$ cat src/hdl/necd_pkg.sv
// Shared types and constants for the NEC infrared command decoder.
`default_nettype none

package necd_pkg;

  localparam int TS_W      = 16;
  localparam int CMD_W     = 8;
  localparam int CFG_IDX_W = 3;

  // Configuration register indexes.
  localparam logic [CFG_IDX_W-1:0] REG_LEADER_MIN = 3'd0;
  localparam logic [CFG_IDX_W-1:0] REG_LEADER_MAX = 3'd1;
  localparam logic [CFG_IDX_W-1:0] REG_ZERO_MIN   = 3'd2;
  localparam logic [CFG_IDX_W-1:0] REG_ZERO_MAX   = 3'd3;
  localparam logic [CFG_IDX_W-1:0] REG_ONE_MIN    = 3'd4;
  localparam logic [CFG_IDX_W-1:0] REG_ONE_MAX    = 3'd5;

  localparam logic [TS_W-1:0] LEADER_MIN_RST = 16'd13951;
  localparam logic [TS_W-1:0] LEADER_MAX_RST = 16'd14607;
  localparam logic [TS_W-1:0] ONE_MIN_RST    = 16'd2230;
  localparam logic [TS_W-1:0] ONE_MAX_RST    = 16'd2470;

  // Key codes.
  localparam logic [CMD_W-1:0] KEY_RED_SET     = 8'hBA;
  localparam logic [CMD_W-1:0] KEY_RED_CLEAR   = 8'hB9;
  localparam logic [CMD_W-1:0] KEY_RED_TOGGLE  = 8'hB8;
  localparam logic [CMD_W-1:0] KEY_GREEN_SET   = 8'hBB;
  localparam logic [CMD_W-1:0] KEY_GREEN_CLEAR = 8'hBF;
  localparam logic [CMD_W-1:0] KEY_GREEN_TOGGLE = 8'hBC;

  typedef enum logic [1:0] {
    PH_IDLE,
    PH_LEADER,
    PH_SYNC,
    PH_BITS
  } phase_t;

  // One classified edge as it travels from the front end to the back end.
  typedef struct packed {
    logic rising;
    logic leader_ok;
    logic one_ok;
  } edge_class_t;

endpackage

`default_nettype wire

$ cat src/hdl/necd_front.sv
// Front end: holds the timing windows, times each edge and classifies it.
`default_nettype none

module necd_front (
  input  wire                               clk,
  input  wire                               rst,
  input  wire                               cfg_valid,
  input  wire  [necd_pkg::CFG_IDX_W-1:0]    cfg_index,
  input  wire  [necd_pkg::TS_W-1:0]         cfg_data,
  input  wire                               in_valid,
  input  wire                               in_rising,
  input  wire  [necd_pkg::TS_W-1:0]         in_timestamp,
  input  wire                               in_accept,
  output necd_pkg::edge_class_t             cls
);
  import necd_pkg::*;

  logic [TS_W-1:0] leader_min;
  logic [TS_W-1:0] leader_max;
  logic [TS_W-1:0] one_min;
  logic [TS_W-1:0] one_max;
  logic [TS_W-1:0] last_rise;
  logic [TS_W-1:0] last_fall;
  logic [TS_W-1:0] interval;

  // The zero window has no effect on decoding, so its writes are taken and dropped.
  always_ff @(posedge clk) begin
    if (rst) begin
      leader_min <= LEADER_MIN_RST;
      leader_max <= LEADER_MAX_RST;
      one_min    <= ONE_MIN_RST;
      one_max    <= ONE_MAX_RST;
    end else if (cfg_valid) begin
      unique case (cfg_index)
        REG_LEADER_MIN: leader_min <= cfg_data;
        REG_LEADER_MAX: leader_max <= cfg_data;
        REG_ONE_MIN:    one_min    <= cfg_data;
        REG_ONE_MAX:    one_max    <= cfg_data;
        REG_ZERO_MIN, REG_ZERO_MAX: ;
        default: ;
      endcase
    end
  end

  // A leader always ends on the falling edge after the one that started it, and each
  // data interval ends on the rising edge after the one that started it, so the last
  // edge of the same polarity is always the start of the interval being timed.
  always_ff @(posedge clk) begin
    if (rst) begin
      last_rise <= '0;
      last_fall <= '0;
    end else if (in_accept) begin
      if (in_rising) begin
        last_rise <= in_timestamp;
      end else begin
        last_fall <= in_timestamp;
      end
    end
  end

  assign interval = in_timestamp - (in_rising ? last_rise : last_fall);

  always_comb begin
    cls.rising    = in_rising & in_valid;
    cls.leader_ok = (interval > leader_min) && (interval < leader_max);
    cls.one_ok    = (interval > one_min) && (interval < one_max);
  end

endmodule

`default_nettype wire

$ cat src/hdl/necd_queue.sv
// Short queue of classified edges between the front end and the back end.
`default_nettype none

module necd_queue (
  input  wire                    clk,
  input  wire                    rst,
  input  wire                    push_valid,
  output logic                   push_ready,
  input  wire necd_pkg::edge_class_t push_item,
  output logic                   pop_valid,
  input  wire                    pop_ready,
  output necd_pkg::edge_class_t  pop_item
);
  import necd_pkg::*;

  localparam int DEPTH = 4;
  localparam int PTR_W = $clog2(DEPTH);

  edge_class_t      slots [DEPTH];
  logic [PTR_W-1:0] wr_ptr;
  logic [PTR_W-1:0] rd_ptr;
  logic [PTR_W:0]   count;
  logic             do_push;
  logic             do_pop;

  assign push_ready = (count != (PTR_W+1)'(DEPTH));
  assign pop_valid  = (count != '0);
  assign do_push    = push_valid & push_ready;
  assign do_pop     = pop_valid & pop_ready;
  assign pop_item   = slots[rd_ptr];

  always_ff @(posedge clk) begin
    if (do_push) begin
      slots[wr_ptr] <= push_item;
    end
  end

  always_ff @(posedge clk) begin
    if (rst) begin
      wr_ptr <= '0;
      rd_ptr <= '0;
      count  <= '0;
    end else begin
      if (do_push) begin
        wr_ptr <= wr_ptr + PTR_W'(1);
      end
      if (do_pop) begin
        rd_ptr <= rd_ptr + PTR_W'(1);
      end
      if (do_push && !do_pop) begin
        count <= count + (PTR_W+1)'(1);
      end else if (do_pop && !do_push) begin
        count <= count - (PTR_W+1)'(1);
      end
    end
  end

endmodule

`default_nettype wire

$ cat src/hdl/necd_back.sv
// Back end: frame state machine, command shift register, LED actions and result register.
`default_nettype none

module necd_back #(
  parameter int FRAME_BITS = 32,
  parameter int KEEP_FROM  = 24
) (
  input  wire                             clk,
  input  wire                             rst,
  input  wire                             q_valid,
  output logic                            q_ready,
  input  wire necd_pkg::edge_class_t      q_item,
  output logic                            res_valid,
  input  wire                             res_ready,
  output logic [necd_pkg::CMD_W-1:0]      res_cmd,
  output logic                            res_red,
  output logic                            res_green
);
  import necd_pkg::*;

  localparam int IDX_W = $clog2(FRAME_BITS);
  localparam logic [IDX_W-1:0] LAST_IDX = IDX_W'(FRAME_BITS - 1);

  phase_t           phase;
  phase_t           phase_next;
  logic [IDX_W-1:0] bit_index;
  logic [IDX_W-1:0] bit_index_next;
  logic [CMD_W-1:0] shift_byte;
  logic [CMD_W-1:0] shift_next;
  logic             red_level;
  logic             red_next;
  logic             green_level;
  logic             green_next;
  logic             pop;
  logic             emit;
  logic             keep_bit;
  logic             last_bit;

  assign q_ready  = !res_valid || res_ready;
  assign pop      = q_valid && q_ready;
  assign keep_bit = (32'(bit_index) >= 32'(KEEP_FROM));
  assign last_bit = (bit_index == LAST_IDX);

  always_comb begin
    phase_next = phase;
    if (pop) begin
      unique case (phase)
        PH_IDLE:   if (!q_item.rising) phase_next = PH_LEADER;
        PH_LEADER: if (!q_item.rising) phase_next = q_item.leader_ok ? PH_SYNC : PH_IDLE;
        PH_SYNC:   if (q_item.rising) phase_next = PH_BITS;
        PH_BITS:   if (q_item.rising && last_bit) phase_next = PH_IDLE;
        default:   phase_next = PH_IDLE;
      endcase
    end
  end

  always_comb begin
    bit_index_next = bit_index;
    shift_next     = shift_byte;
    emit           = 1'b0;
    if (pop && q_item.rising) begin
      unique case (phase)
        PH_SYNC: begin
          bit_index_next = '0;
          shift_next     = '0;
        end
        PH_BITS: begin
          if (keep_bit) begin
            shift_next = {q_item.one_ok, shift_byte[CMD_W-1:1]};
          end
          if (last_bit) begin
            bit_index_next = '0;
            emit           = 1'b1;
          end else begin
            bit_index_next = bit_index + IDX_W'(1);
          end
        end
        PH_IDLE, PH_LEADER: ;
        default: ;
      endcase
    end
  end

  always_comb begin
    red_next   = red_level;
    green_next = green_level;
    if (emit) begin
      unique case (shift_next)
        KEY_RED_SET:      red_next   = 1'b1;
        KEY_RED_CLEAR:    red_next   = 1'b0;
        KEY_RED_TOGGLE:   red_next   = !red_level;
        KEY_GREEN_SET:    green_next = 1'b1;
        KEY_GREEN_CLEAR:  green_next = 1'b0;
        KEY_GREEN_TOGGLE: green_next = !green_level;
        default: ;
      endcase
    end
  end

  always_ff @(posedge clk) begin
    if (rst) begin
      phase       <= PH_IDLE;
      bit_index   <= '0;
      shift_byte  <= '0;
      red_level   <= 1'b0;
      green_level <= 1'b0;
      res_valid   <= 1'b0;
    end else begin
      phase       <= phase_next;
      bit_index   <= bit_index_next;
      shift_byte  <= shift_next;
      red_level   <= red_next;
      green_level <= green_next;
      if (emit) begin
        res_valid <= 1'b1;
      end else if (res_ready) begin
        res_valid <= 1'b0;
      end
    end
  end

  always_ff @(posedge clk) begin
    if (emit) begin
      res_cmd   <= shift_next;
      res_red   <= red_next;
      res_green <= green_next;
    end
  end

`ifndef SYNTHESIS
  a_index_idle: assert property (@(posedge clk) disable iff (rst)
    phase != PH_BITS |-> bit_index == '0)
    else $error("bit index nonzero outside the data phase");

  a_sync_clears: assert property (@(posedge clk) disable iff (rst)
    (phase == PH_SYNC && pop && q_item.rising) |=>
      (phase == PH_BITS && bit_index == '0 && shift_byte == '0))
    else $error("sync edge did not start a clean frame");

  a_emit_result: assert property (@(posedge clk) disable iff (rst)
    emit |=> (res_valid && res_cmd == $past(shift_next) && phase == PH_IDLE))
    else $error("completed frame did not load the result register");

  a_no_pop_stalled: assert property (@(posedge clk) disable iff (rst)
    (res_valid && !res_ready) |-> !pop)
    else $error("edge consumed while a result is stalled");
`endif

endmodule

`default_nettype wire

$ cat src/hdl/nec_ir_command_decoder.sv
// Result path: the frame's final edge is written into the edge queue, and m_tvalid rises once
// the back end pops that edge and loads the result register.
// Throughput: one edge per cycle unless stalled; the back end consumes one queued edge per
// cycle unless the result register is stalled, and the four-entry queue absorbs short stalls.
// Reset (rst, synchronous): windows return to their defaults, the frame state goes idle,
// both LEDs turn off and the edge queue and result register empty.
`default_nettype none

module nec_ir_command_decoder #(
  parameter int FRAME_BITS = 32,
  parameter int KEEP_FROM  = 24
) (
  input  wire                              clk,
  input  wire                              rst,
  input  wire                              cfg_valid,
  output logic                             cfg_ready,
  input  wire  [necd_pkg::CFG_IDX_W-1:0]   cfg_index,
  input  wire  [necd_pkg::TS_W-1:0]        cfg_data,
  input  wire                              s_tvalid,
  output logic                             s_tready,
  input  wire  [15:0]                      s_tdata,   // [15:0] timestamp
  input  wire                              s_tuser,   // [0] edge_rising
  output logic                             m_tvalid,
  input  wire                              m_tready,
  output logic [15:0]                      m_tdata    // [7:0] command_byte, [8] led_red,
                                                      // [9] led_green, [15:10] zero
);
  import necd_pkg::*;

  edge_class_t      front_cls;
  edge_class_t      q_item;
  logic             q_valid;
  logic             q_ready;
  logic             push_ready;
  logic [CMD_W-1:0] res_cmd;
  logic             res_red;
  logic             res_green;

  assign cfg_ready = 1'b1;
  assign s_tready  = push_ready;

  necd_front u_front (
    .clk          (clk),
    .rst          (rst),
    .cfg_valid    (cfg_valid),
    .cfg_index    (cfg_index),
    .cfg_data     (cfg_data),
    .in_valid     (s_tvalid),
    .in_rising    (s_tuser),
    .in_timestamp (s_tdata),
    .in_accept    (s_tvalid && push_ready),
    .cls          (front_cls)
  );

  necd_queue u_queue (
    .clk        (clk),
    .rst        (rst),
    .push_valid (s_tvalid),
    .push_ready (push_ready),
    .push_item  (front_cls),
    .pop_valid  (q_valid),
    .pop_ready  (q_ready),
    .pop_item   (q_item)
  );

  necd_back #(
    .FRAME_BITS (FRAME_BITS),
    .KEEP_FROM  (KEEP_FROM)
  ) u_back (
    .clk       (clk),
    .rst       (rst),
    .q_valid   (q_valid),
    .q_ready   (q_ready),
    .q_item    (q_item),
    .res_valid (m_tvalid),
    .res_ready (m_tready),
    .res_cmd   (res_cmd),
    .res_red   (res_red),
    .res_green (res_green)
  );

  assign m_tdata = {6'b0, res_green, res_red, res_cmd};

endmodule

`default_nettype wire

$ cat config.mk
export PLATFORM = sky130hd
export DESIGN_NAME = nec_ir_command_decoder
export DESIGN_NICKNAME = d
export VERILOG_FILES = /design/src/hdl/necd_pkg.sv /design/src/hdl/necd_front.sv /design/src/hdl/necd_queue.sv /design/src/hdl/necd_back.sv /design/src/hdl/nec_ir_command_decoder.sv
export SDC_FILE = /design/constraint.sdc
export NUM_CORES = 1
export LEC_CHECK = 0
export ABC_AREA = 1
export CAP_MARGIN = 10
export CORE_ASPECT_RATIO = 1.5
export CORE_UTILIZATION = 61
export DETAILED_ROUTE_END_ITERATION = 10
export DONT_BUFFER_PORTS = 1
export PLACE_DENSITY = 0.8
export SYNTH_ARGS = -nofsm -noshare
export SYNTH_HDL_FRONTEND = slang
export SYNTH_SLANG_ARGS = --single-unit
$ cat constraint.sdc
create_clock -name clk -period 4.3 [get_ports clk]
set_input_delay 0.215 -clock clk [delete_from_list [all_inputs] [get_ports clk]]
set_output_delay 0.215 -clock clk [all_outputs]
set_load 0.005 [all_outputs]
# Word-level counts from Yosys, hierarchy flattened
# Memories as Yosys holds them, arrays and structs flattened. A register that Yosys moved wholly into a read port is not among the register bits.
# Index checks and enable logic that the tools add are counted.
[op_classes]
n_mux = 27
addsub = 6
n_bitwise = 4
n_lt_le_gt_ge = 5
n_eq_ne = 18
n_reduce_logical = 28
[op_table]
columns = ["op", "n"]
rows = [
  ["$eq 8x8->1 const B", 6],
  ["$gt 16x16->1", 2],
  ["$lt 16x16->1", 2],
  ["$mux 16", 1],
  ["$mux 8", 2],
  ["$pmux 8 s2", 1],
  ["$sub 16x16->16", 1],
  ["$mux 2", 7],
  ["$reduce_and 2->1", 7],
  ["$pmux 5 s2", 1],
  ["$mux 1", 9],
  ["$logic_and 1x1->1", 8],
  ["$pmux 2 s4", 1],
  ["$eq 3x3->1 const B", 2],
  ["$mux 3", 2],
  ["$pmux 1 s3", 2],
  ["$reduce_bool 2->1", 3],
  ["$add 5x1->5 const B", 1],
  ["$eq 5x5->1 const B", 1],
  ["$ge 5x5->1 const B", 1],
  ["$logic_not 1->1", 5],
  ["$mux 5", 1],
  ["$reduce_and 5->1", 1],
  ["$add 2x1->2 const B", 2],
  ["other kinds (14)", 19],
]
[totals]
output_inout_bits = 19
mem_count = 1
register_bits = 131
wordCells = 107
ramBits = 12
[mem_list]
columns = ["memory", "depth", "word_bits", "rd", "rd_clocked_by_memory_dff", "write_ports", "line_no", "source"]
rows = [
  ["u_queue.slots", 4, 3, 1, 1, 1, "necd_queue.sv:19", "edge_class_t slots [DEPTH];"],
]

# Longest topological paths before layout
# Gate-level depths: netlist of run 1.
[logic_depth]
depth_word = 8
mapped_depth = 23

# By module
# A second synthesis of run 1 with hierarchy kept.
[unflattened]
cells_unflattened = 1111
hier_area_um2 = 8446.9
[by_module_without_submodules]
columns = ["module", "area_per_inst_um2", "instances", "cells_each"]
rows = [
  ["necd_front", 5924.4, 1, 821],
  ["necd_back", 1480.2, 1, 180],
  ["necd_queue", 959.7, 1, 97],
  ["nec_ir_command_decoder", 82.6, 1, 13],
]

# Least setup slack after synthesis of run 1
# OpenSTA, ideal clock, no wires.
[synth_path]
kind = "input-to-reg"
from = "input s_tuser"
to = "memory u_queue.slots[0][0] in the netlist's numbering (data pin)"
stages = 20
required_ns = 4.133
setup_slack_ns = 0.642
setup_ns = 0.167
t_arrival_ns = 3.491
path_buffers = 2
cell_sequence = "inv_1 > clkbuf_1 > clkbuf_1 > o21ai_0 > fa_1 > nand3_1 > nand2_1 > a21boi_0 > o21ai_0 > a21boi_0 > o21ai_0 > xor2_1 > inv_1 > ha_1 > nand4_1 > nor3_1 > nand2_1 > o211ai_1 > nand2_1 > nor2_1"
[synth_rtl]
columns = ["item", "line_no", "source"]
rows = [
  ["start, declared", "nec_ir_command_decoder.sv:22", "input wire s_tuser,"],
  ["end, declared", "necd_queue.sv:19", ""],
]

==> results of run 1 <==
==> routing by layer <==
metal,routed length [um],vias to the layer above,part of all wire
met4,1030,0,0.055
met5,0,-,0
li1,-,3446,-
met1,7000,3074,0.38
met2,9770,184,0.53
met3,740,68,0.040
==> power breakdown <==
group | total [mW] | switching (mW) | internal, mW
logic | 1.29 | 0.831 | 0.461
clock network | 1.35 | 0.584 | 0.771
registers | 1.56 | 0.0586 | 1.50
total | 4.21 | 1.47 | 2.73
==> cells in the final DEF (no fill, tap or decap), drive strengths merged, types with 2 or more instances in the layout <==
cell type and n:
dfxtp 123, o21ai 108, dlygate4sd3 33, nand3 23, o2111ai 2, a21boi 3
edfxtp 22, nor3 8, o221ai 2, xnor2 5, nand4 6, xor2 11
inv 155, buf 4, nor2 75, nand2 202, conb 7, clkinv 6
o211ai 32, o21a 2, ha 85, o31ai 4, a21oi 111, clkbuf 21
fa 2, a211oi 4
==> final timing paths <==
kind / start / to / slack, ps / cells past startpoint
min: s_tdata[3] / u_front.last_fall[3] / 2 / 2
min reg2reg: u_front.last_fall[0] / u_front.last_fall[0] / 450 / 2
max: u_front.last_fall[0] / u_queue.slots[2][1] / 430 / 20
max reg2reg: u_front.last_fall[0] / u_queue.slots[2][1] / 430 / 20
==> registers in the layout (all words and copies together) (netlist names), 2 cells and up, named ones only <==
register and count:
u_back.bit_index 5, u_back.res_cmd 8, u_back.shift_byte 8, u_front.last_fall 16, u_front.last_rise 16, u_front.leader_max 16, u_front.leader_min 16, u_front.one_max 16
u_front.one_min 16, u_queue.count 3, u_queue.rd_ptr 2, u_queue.slots 12, u_queue.wr_ptr 2
==> worst max-delay path, stage by stage (launching register included) <==
cell and delay [ps]:
dfxtp_1 310, inv_1 40, o21ai_0 170, ha_1 180, inv_1 60, fa_1 390, nand3_1 90, nand2_1 80
a21boi_0 290, o21ai_0 170, a21boi_0 320, o21ai_0 150, xor2_1 160, inv_1 120, ha_1 300, nand4_1 120
nor3_1 260, nand2_1 100, nand2_1 80, nand2_1 50, nor2_1 230
==> cell type report <==
type                    count  area, um2
multi-input cells         699       4240
fillers                  1025       3980
flip-flops and latches    145       3120
inverters                 151        569
clock buffers              21        460
repair buffers             37        360
well taps                 159        199
clock inverters            11       80.1
diodes                      1       2.50
==> cell usage after synthesis (all sizes together), types with 2 or more instances <==
cell type,n
edfxtp,22
a211oi,4
o211ai,32
dfxtp,123
o21a,2
a21oi,111
nor2,75
a21boi,3
nand2,202
nand4,6
ha,85
o21ai,108
xnor2,5
nor3,8
o2111ai,2
fa,2
buf,16
o31ai,4
conb,2
xor2,11
clkbuf,27
inv,151
o221ai,2
nand3,23
==> through the flow <==
stage,cell area (um2),power [mW],hold slack [ps],util,instances
6_report,9030,4.21,1.75,0.694,1224
5_1_grt,9030,4.45,14.3,0.694,1224
4_1_cts,9030,4.21,0.753,0.694,1223
3_5_place_dp,8160,2.81,291,0.627,1158
3_3_place_gp,8160,2.76,287,0.627,1158
2_1_floorplan,8140,2.53,328,-,1038
==> repair_timing <==
item / in CTS / in global routing
endpoints found under the hold margin: 101 / 0
gates resized for setup: 0 / 0
hold buffers: 33 / 0
endpoints found under the setup margin: 0 / 0
==> kinds of logic (layout without fill, tap and decap cells) <==
kind of cell,after synthesis,after routing,synth area share
flip-flops,145,145,0.384
other,2,8,0.000925
AO/OA/AOI/OAI,273,273,0.187
AND/OR/NAND/NOR,316,316,0.179
buffers and inverters,194,220,0.0958
XOR/XNOR,16,16,0.0173
adder cells (fa/ha/maj),87,87,0.136
==> results.tsv, run 1 <==
metric	value	unit
run status	complete, no violations	
RSZ-0062 raised after global routing	no	
vias in the first global route	6633	
number of rows in the core area	51	
Seq cells post-synth	145	
grt met3 use	0.0556	
drt total wl	18500	um
normalized max-slew margin	0.289	
skew final	7.97	ps
final weighted congestion of routability-driven global placement	0.907	
Die X-Extent	96.2	um
setup total negative slack	0	ps
port buffer count	0	
global routing usage on met1	0.282	
DRT antenna net count	0	
synthesized instance count	1033	
violation count after the first detailed-routing iteration	326	
mean number of vias per cell	5.53	
top flip-flop cell by instance count after synthesis	dfxtp_1	
period utilization	0.899	
number of nets in the layout	1179	
Initial Utilization	0.624	
endpoint kind of the worst setup timing path	register	
Post-Synthesis Cell Area	8120	um2
average wire per standard cell	15.1	um
max_cap viols	0	
total count of max-transition violations in the final report	0	
clock latency reported for the late side of the worst-skew pair	420	ps
All-Layer GR Usage	0.286	
layout cells sized above 1	0.0799	
overall die height	143	um
gr busiest metal	met2	
initial antenna violation count	1	
sum of net half-perimeters after detailed placement	13000	um
worst setup path class	register to register	
actual transition at the worst max-transition pin	1070	ps
root cell of the clock tree	clkbuf_16	
power per cell area	466	nW/um2
Distinct cells, synth	46	
total via count after detailed routing	6772	
Fmax achieved	0.259	GHz
floorplan core area	13000	um2
share of async-settable or async-resettable flops after synthesis	0	
hold violation total from the final report	0	
clock tree from TritonCTS	yes	
Static Leak	4.07	nW
YS warnings	0	
die area	13800	um2
clock sink total	145	
final setup slack of the worst path	433	ps
worst slack at placement	612	ps
sequential area share after synthesis	0.384	
hold crit path type	input port to register	
pin count of the biggest net entering global routing	76	
number of buffers created by CTS	17	
total congestion overflow after global routing	0	
Synth top area share	0.303	
Area Growth Syn to Fin	11.2	%
number of detailed-routing iterations run before antenna repair	5	
maximum buffer depth of the clock tree	2	
Synth area leader	dfxtp_1	
maximum fanout along the worst path	4	
Peak supply drop	0.286	mV
Critical Path RT	4520	ps
final count of negative-setup-slack endpoints	0	
launching element type of the critical path	register	
number of buffers added for setup after CTS	0	
clock period minus final worst setup slack	3870	ps
met2 layer usage reported by global route	0.525	
H-tree depth reported by CTS	4	
clock-pin slew on the worst setup and hold paths	60	ps
DRC errors left	0	
IO Count	60	
main area contributors after synthesis	dfxtp_1, ha_1, edfxtp_1, nand2_1, a21oi_1	
Post-Syn Area per Cell	7.86	um2
arrival time at the worst endpoint	4090	ps
Post-synth EDFFs	22	
first-pass GRT wire length	30100	um
Note: power is estimated with default switching activity, not from simulation.
==> inputs of run 2 (changes only) <==
REMOVE_ABC_BUFFERS = 1   (was not set)
==> run 2 against run 1 <==
  * Count of clock-buffer cells in the layout down 2
  * Global-route usage down 1.2 points
  * Sequential power about the same
  * Power rose by 2.8%
  * First-iteration DRC count did not move
  * Largest cell class unchanged
==> results.tsv, run 2 (synthesis gave the netlist of run 1 again) <==
metric	value	unit
overall die height	143	um
run status	complete, no violations	
clock latency reported for the late side of the worst-skew pair	420	ps
period utilization	0.901	
total via count after detailed routing	6736	
DRT antenna net count	0	
clock tree from TritonCTS	yes	
Peak supply drop	0.425	mV
hold crit path type	input port to register	
first-pass GRT wire length	28900	um
area post-placement	8180	um2
worst setup path class	register to register	
average wire per standard cell	14.5	um
final count of negative-setup-slack endpoints	0	
arrival time at the worst endpoint	4090	ps
mean number of vias per cell	5.49	
floorplan core area	13000	um2
H-tree depth reported by CTS	4	
max_cap viols	0	
maximum buffer depth of the clock tree	2	
finished layout cell area	9120	um2
IO Count	60	
crit path max-delay cell type	a21boi_0	
sum of net half-perimeters after detailed placement	12500	um
clock period minus final worst setup slack	3870	ps
skew final	12.1	ps
number of buffers added for setup after CTS	0	
number of buffers created by CTS	17	
normalized max-slew margin	0.334	
total count of max-transition violations in the final report	0	
RSZ-0062 raised after global routing	no	
actual transition at the worst max-transition pin	999	ps
root cell of the clock tree	clkbuf_16	
total congestion overflow after global routing	0	
DRC errors left	0	
Die X-Extent	96.2	um
antenna cells	0	
vias in the first global route	6324	
Critical Path RT	4520	ps
setup total negative slack	0	ps
pin count of the biggest net entering global routing	72	
initial antenna violation count	0	
layout cells sized above 1	0.0825	
number of rows in the core area	51	
launching element type of the critical path	register	
sequence of cells on the critical path	inv_1 -> o21ai_0 -> ha_1 -> inv_1 -> fa_1 -> nand3_1 -> nand2_1 -> a21boi_0 -> o21ai_0 -> a21boi_0 -> o21ai_0 -> xor2_1 -> inv_1 -> ha_1 -> nand4_1 -> nor3_1 -> nand2_1 -> nand2_1 -> nand2_1 -> nor2_1	
violation count after the first detailed-routing iteration	326	
number of nets in the layout	1182	
All-Layer GR Usage	0.274	
Crit path top cell by count	nand2_1	
clock-pin slew on the worst setup and hold paths	60	ps
maximum fanout along the worst path	4	
power per cell area	474	nW/um2
hold violation total from the final report	0	
drt total wl	17800	um
Initial Utilization	0.624	
clock sink total	145	
Area Growth Syn to Fin	12.3	%
Fmax achieved	0.258	GHz
final weighted congestion of routability-driven global placement	0.933	
Static Leak	4.10	nW
endpoint kind of the worst setup timing path	register	
port buffer count	0	
number of detailed-routing iterations run before antenna repair	4	
most frequent standard cell in the layout excluding fill and tap cells	nand2_1	
highest-count cells in the layout ignoring fill and taps	nand2_1, inv_1, dfxtp_1	
fill count	1054	
max incr delay on CP	430	ps
die area	13800	um2
## run 2: changes by cell type in the layout (fill, tap and decap cells not counted), sizes merged
cell	delta
clkbuf	-2
buf	+3
diode	-1
inv	-3
bufinv	+3
clkinvlp	+2
## run 2: per-layer routing
metal	part of all wire	up-vias	wire, um	GRT usage
li1	-	3457	-	-
met1	0.39	3097	6980	0.277
met2	0.54	144	9580	0.517
met3	0.043	38	756	0.0630
met4	0.026	0	466	0.127
met5	0	-	0	0
## run 2: layout make-up
cell class / instances / area (um2) / share of cell area
multi-input cells: 699 / 4240 / 0.465
flip-flops and latches: 145 / 3120 / 0.342
inverters: 151 / 569 / 0.0624
clock buffers: 19 / 443 / 0.0486
repair buffers: 40 / 383 / 0.0420
well taps: 159 / 199 / 0.0218
clock inverters: 13 / 161 / 0.0177
## run 2: final timing paths
kind | startpoint | endpoint | slack [ps] | depth (start not counted)
hold / removal | s_tdata[15] | u_front.last_fall[15] | 5 | 2
hold reg to reg | u_front.last_fall[5] | u_front.last_fall[5] | 450 | 2
setup reg to reg | u_front.last_fall[0] | u_queue.slots[2][1] | 430 | 20
setup / recovery | u_front.last_fall[0] | u_queue.slots[2][1] | 430 | 20
## run 2: power by group
part	leakage [nW]	switching, mW	internal, mW
combinational	2.62	0.803	0.457
clock	0.287	0.577	0.927
sequential	1.19	0.0595	1.50
total	4.10	1.44	2.88
## run 2: critical path: cells and delay by family (launching register included)
family | cells | cell delay (ps)
compound gates | 5 | 1270
simple gates | 8 | 890
fa+ha+maj | 3 | 840
flops | 1 | 300
buf+inv | 3 | 200
xor+xnor | 1 | 140
## run 2: timing repair
item                                   CTS  global route
setup endpoints to repair                0             0
hold buffers                            33             0
resized for setup                        0             0
endpoints found under the hold margin  104             0
## run 2: metrics by stage
step	hold WS, ps	setup WS (ps)	std cells	utilization	power [mW]
final	4.96	425	1226	0.701	4.32
after global routing	10.6	122	1226	0.701	4.58
after CTS	0.666	513	1226	0.701	4.34
after detailed placement	289	504	1161	0.629	2.78
after global placement	287	643	1161	0.629	2.75
after floorplan	282	785	995	-	2.51
